==> config.mk <==
export PLATFORM = sky130hd
export DESIGN_NAME = sbrt_scan
export DESIGN_NICKNAME = d
export VERILOG_FILES = /design/src/sbrt_pkg.sv /design/src/sbrt_scan.sv
export SDC_FILE = /design/constraint.sdc
export NUM_CORES = 1
export LEC_CHECK = 0
export CORE_UTILIZATION = 59
export DETAILED_ROUTE_END_ITERATION = 10
export DONT_BUFFER_PORTS = 1
export GPL_TIMING_DRIVEN = 0
export PLACE_DENSITY = 0.75
export SLEW_MARGIN = 10
export SYNTH_ARGS = -nofsm -noshare
export SYNTH_HDL_FRONTEND = slang
export SYNTH_SLANG_ARGS = --single-unit
export TNS_END_PERCENT = 100
==> constraint.sdc <==
create_clock -name i_clk -period 2.8 [get_ports i_clk]
set_clock_uncertainty 0.2 [all_clocks]
set_input_delay 0.56 -clock i_clk [delete_from_list [all_inputs] [get_ports i_clk]]
set_output_delay 0.56 -clock i_clk [all_outputs]
set_load 0.005 [all_outputs]
==> src/sbrt_pkg.sv <==
// shared types, field widths and codes for the snapshot block remap table
`default_nettype none
package sbrt_pkg;

    // field widths of the request and result beats
    localparam int OP_W      = 2;
    localparam int SNAP_ID_W = 2;
    localparam int BLOCK_W   = 32;
    localparam int STATUS_W  = 4;
    localparam int SLOT_W    = 6;

    // operation codes
    localparam logic [OP_W-1:0] OP_CREATE = 2'd0;
    localparam logic [OP_W-1:0] OP_FREEZE = 2'd1;
    localparam logic [OP_W-1:0] OP_READ   = 2'd2;
    localparam logic [OP_W-1:0] OP_DELETE = 2'd3;

    // status codes
    localparam logic [STATUS_W-1:0] ST_CREATED      = 4'd0;
    localparam logic [STATUS_W-1:0] ST_NEW_COPY     = 4'd1;
    localparam logic [STATUS_W-1:0] ST_NEW_FETCH    = 4'd2;
    localparam logic [STATUS_W-1:0] ST_FROZEN       = 4'd3;
    localparam logic [STATUS_W-1:0] ST_HIT          = 4'd4;
    localparam logic [STATUS_W-1:0] ST_MISS_BACKEND = 4'd5;
    localparam logic [STATUS_W-1:0] ST_DELETED      = 4'd6;
    localparam logic [STATUS_W-1:0] ST_BAD_ID       = 4'd7;
    localparam logic [STATUS_W-1:0] ST_NO_SOURCE    = 4'd8;
    localparam logic [STATUS_W-1:0] ST_FULL         = 4'd9;
    localparam logic [STATUS_W-1:0] ST_NO_SNAPSHOT  = 4'd10;
    localparam logic [STATUS_W-1:0] ST_MISS_NONE    = 4'd11;

    // sequencer to compare unit control
    typedef struct packed {
        logic clear;  // start of a new scan
        logic step;   // one stored entry is being read this cycle
        logic live;   // live bit of the entry being read
    } t_scan_ctl;

    // compare unit summary back to the sequencer
    typedef struct packed {
        logic hit;    // a live entry holds the key
        logic free;   // a free entry was seen
    } t_scan_res;

endpackage
`default_nettype wire

==> src/sbrt_scan.sv <==
// shared compare unit: one stored block number per cycle against the key
`default_nettype none
module sbrt_scan #(
    parameter int CW = 6
) (
    input  wire                              i_clk,
    input  wire                              i_rst_n,
    input  sbrt_pkg::t_scan_ctl              i_ctl,
    input  wire [CW-1:0]                     i_idx,
    input  wire [sbrt_pkg::BLOCK_W-1:0]      i_key,
    input  wire [sbrt_pkg::BLOCK_W-1:0]      i_rdata,
    output sbrt_pkg::t_scan_res              o_res,
    output logic [CW-1:0]                    o_hit_idx,
    output logic [CW-1:0]                    o_free_idx
);

    logic          r_pend;
    logic          r_plive;
    logic [CW-1:0] r_pidx;
    logic          r_hit;
    logic          r_free;
    logic [CW-1:0] r_hit_idx;
    logic [CW-1:0] r_free_idx;
    logic          w_match;
    logic          w_empty;

    // read data arrives in the cycle after the address, so the step is delayed
    assign w_match = r_pend && r_plive && (i_rdata == i_key) && !r_hit;
    assign w_empty = r_pend && !r_plive && !r_free;

    // pending step pipe
    always_ff @(posedge i_clk) begin
        if (!i_rst_n) begin
            r_pend <= 1'b0;
        end else begin
            r_pend <= i_ctl.step && !i_ctl.clear;
        end
        r_plive <= i_ctl.live;
        r_pidx  <= i_idx;
    end

    // first hit and first free entry, lowest index wins
    always_ff @(posedge i_clk) begin
        if (!i_rst_n) begin
            r_hit  <= 1'b0;
            r_free <= 1'b0;
        end else if (i_ctl.clear) begin
            r_hit  <= 1'b0;
            r_free <= 1'b0;
        end else begin
            if (w_match) begin
                r_hit <= 1'b1;
            end
            if (w_empty) begin
                r_free <= 1'b1;
            end
        end
        if (w_match) begin
            r_hit_idx <= r_pidx;
        end
        if (w_empty) begin
            r_free_idx <= r_pidx;
        end
    end

    assign o_res.hit  = r_hit;
    assign o_res.free = r_free;
    assign o_hit_idx  = r_hit_idx;
    assign o_free_idx = r_free_idx;

endmodule
`default_nettype wire

### Word level (Yosys, flattened, before mapping)

Index checks and enable logic that the tools add are counted.

* equal/unequal tests: 1
* reductions and logical operators: 11
* bitwise gates (word level): 1

Operators with widths (number)
* == test 32 bit: 1
* logical AND 1 bit: 6
* zero test 1 bit: 4
* OR reduction 2 bit: 1
* inverter 1 bit: 1

* logic and storage cells: 20
* bits of input ports: 75
* output and inout bits: 14
* register bits after elaboration: 22

### Depth between registers and ports, before layout

* depth after elaboration: 3
* gate-level depth with buffers: 5
* depth with buffers taken out: 5

### Worst setup path after synthesis

No wires, ideal clock.

* path kind: input to register
* start: in i_key[15] (netlist bit)
* end: reg r_hit_idx[0], in the netlist o_hit_idx[0], enable pin
* setup time: 0.376 ns
* stages: 4
* data required time: 2.224 ns
* buffers on the path: 0
* arrival: 1.648 ns
* path slack: 0.575 ns
* path through: xnor2_1 nand4_1 or3_1 nor4_2

* cells in the longest elaborated chain, start to end: 3

Ends and longest elaborated chain
* start: declaration: RTL line sbrt_scan.sv:10 `input wire [sbrt_pkg::BLOCK_W-1:0] i_key,`
* == test 32 bit: RTL line sbrt_scan.sv:28 `assign w_match = r_pend && r_plive && (i_rdata == i_key) && !r_hit;`
* logical AND 1 bit (2 in a row): RTL line sbrt_scan.sv:28
* named net w_match: RTL line sbrt_scan.sv:24 `logic w_match;`
* end signal: assignment: RTL line sbrt_scan.sv:59 `r_hit_idx <= r_pidx;`
* end: declaration: RTL line sbrt_scan.sv:22 `logic [CW-1:0] r_hit_idx;`

The timed path passes the listed nets, and every way through them passes these cells.
A chain may end at the register's enable or synchronous reset.

### Worst setup path in the final report

* start: in i_key[14] (netlist bit)
* end: reg r_hit_idx[1], in the netlist o_hit_idx[1], enable pin

Same word-level chain as after synthesis.

==> reports/results.ini <==
[power]
share_comb_of_total_power = 0.080
pwr-share-clk = 0.252
leakage_uw = 0.0003594
p_int_uw = 426.2
seqPwrFrac = 0.668
p_per_area_mw_per_mm2 = 511.6
net-switching-power_uw = 99.38
sw_frac_of_total = 0.1891
peakVddDrop_v = 0.0005125

[final_layout]
final.fill_count = 118
antenna_cells = 0
drive_above_1_share = 0.08861
layout.nets = 155
area_delta_synth_final_pct = 4.720
multiInputGateArea_um2 = 405.4
register_area_um2 = 560.5
instances_no_fill = 95

[outcome]
status = finished, final reports clean

[floorplanning]
start_util = 0.6437
coreArea_mm2 = 0.001524
num_io_pins = 89
rows = 14
die_w_um = 42.78
die_h_um = 42.78
dieArea_mm2 = 0.001830

[global_routing]
grt_overflow = 0
grtUsageTotal = 0.1477
grt_pass1_vias = 458
antenna_found_initial = 0
grt_pass1_wl_um = 1897
grt_max_degree = 13

[logic_synthesis]
synth_common_cells = 24 x xor2_1, 12 x edfxtp_1, 10 x dfxtp_1
syn_avg_cell_area_um2 = 13.08
synth_top_area_cell = edfxtp_1
async_flop_share = 0
yosys_warnings = 0
netlist_instances = 75
ys_seq_area_frac = 0.5714
ys_types = 14
synth-edff-count = 12
synth_area_leaders = edfxtp_1 37%, xor2_1 21%, dfxtp_1 20%
ys_ff_latch = 22
syn_nets = 150
syn_area_um2 = 980.9
synth_top_area_frac = 0.3673
synth.most_common_cell = xor2_1
synth_ff_type = edfxtp_1

[timing]
worst_pin_slew_ns = 0.8171
min_period_ns = 2.125
fin_crit_sh = 0.7588
final_hold_viol_count = 0
setup_viol_count_final = 0
relSlewSlack = 0.4507
max_freq_ghz = 0.4707
grt_setup_unrepaired = no
fin_setup_tns_ns = 0
slew_violations = 0

[worst_setup_path]
cp.arrival_ns = 1.85
critPathLaunchType = input port
criticalPathCategory = in2reg
required_ns = 2.53
max_stage_delay_ns = 0.73
worstPathCellList = xor2_1 > nor4_1 > nand2_2 > nor4_2
path_delay_family = simple AND/OR/NAND/NOR gates
slowest_stage = nor4_2
cp_num_buf_inv = 0
cp-end-kind = flip-flop
crit_fanout = 7

[detailed_routing]
dr.first_iter.drc_count = 6
avgRoutedWirePerCell_um = 14.25
drc = 0
vias = 542
ant_nets = 0
first_pass_iters = 2
wirelength_um = 1354
via_per_inst = 5.705

[clock_tree]
cts_num_sinks = 22
cts_buffers = 3
post_cts.repair.setup_buffers = 0
clk_latency_ns = 0.29
ctsHoldBuffers = 0
cts_root_buf = clkbuf_4
cts_resized = 0
cts_tree = built
clkSlewWorstSetupHoldPaths_ns = 0.10
h-tree-depth = 1
cts_buffer_depth = 2

[min_path]
hold_path_class = in2reg

[placed_design]
dp_cells = 91
gp_congestion = 0.6742
dp_hpwl_um = 1173
port_buffers = 0

[flow_run]
drv_cap = 0

==> registers in the layout, summed over array words and instances, names as in the netlist <==
register	flops
r_pend	1
r_free	1
r_plive	1
r_pidx	6
o_free_idx	6
r_hit	1
o_hit_idx	6
==> worst register-to-register path, stage by stage (launching register included) <==
cell     delay [ns]
dfxtp_1        0.34
nand3_1        0.07
or3_1          0.33
nor4_2         0.69
==> kinds of logic after synthesis <==
family | synth area share
xor gates and xnor gates | 0.2857
DFF | 0.5714
and+or+nand+nor | 0.1123
AOI/OAI and AO/OA | 0.01530
buffers and inverters | 0.01530
==> worst paths after layout <==
check / from / depth (start not counted) / slack [ns] / end
min reg2reg: r_pidx[3]$_DFF_P_ / 0 / 0.24 / o_free_idx[3]$_DFFE_PP_
max: i_key[14] / 4 / 0.68 / o_hit_idx[1]$_DFFE_PP_
max reg2reg: r_plive$_DFF_P_ / 3 / 0.81 / o_hit_idx[1]$_DFFE_PP_
min: i_idx[4] / 0 / 0.08 / r_pidx[4]$_DFF_P_
==> cell usage in the layout, fill, tap and decap left out, drive strengths merged <==
cell	Yosys	layout
nand4	2	2
nor4	7	7
buf	2	2
nand2	1	1
xor2	24	24
o21a	2	2
edfxtp	12	12
nor2b	3	3
xnor2	8	8
nand3	2	2
and2	1	1
clkinv	0	1
or3	1	1
dfxtp	10	10
clkbuf	0	3
==> through the flow <==
step	worst slack (ns)	power, uW	hold slack [ns]	util	instance area [um^2]
final	0.6755	525.6	0.08106	0.6741	1027
after detailed placement	0.3056	400.9	0.2171	0.6568	1001
after global placement	0.3130	399.8	0.2065	0.6568	1001
after floorplan	0.5752	396.3	0.2037	-	980.9
after global routing	0.4770	549.2	0.05488	0.6741	1027
after CTS	0.6307	531.3	0.07283	0.6741	1027
==> per-layer routing <==
| metal | GRT usage | vias to the layer above | routed length, um |
|---|---|---|---|
| met5 | 0 | - | 0 |
| met1 | 0.1437 | 230 | 457 |
| li1 | - | 268 | - |
| met2 | 0.2697 | 42 | 742 |
| met4 | 0.03750 | 0 | 4 |
| met3 | 0.07660 | 2 | 150 |
==> area by class of cell <==
cell class,instances,area share
Tap cell,16,0.01949
Buffer,2,0.01462
Sequential cell,22,0.5457
Clock buffer,3,0.02192
Clock inverter,1,0.003654
Multi-Input combinational cell,51,0.3946
==> power by group through the flow <==
| stage | sequential [uW] | clock [uW] | combinational, uW |
|---|---|---|---|
| 6_report | 351 | 132 | 42.0 |
| 5_1_grt | 352 | 148 | 48.8 |
| 4_1_cts | 351 | 137 | 42.6 |
| 3_5_place_dp | 359 | 0 | 42.1 |
| 3_3_place_gp | 358 | 0 | 41.8 |
| 2_1_floorplan | 358 | 0 | 38.8 |
Power figures use the tool's default switching activity.
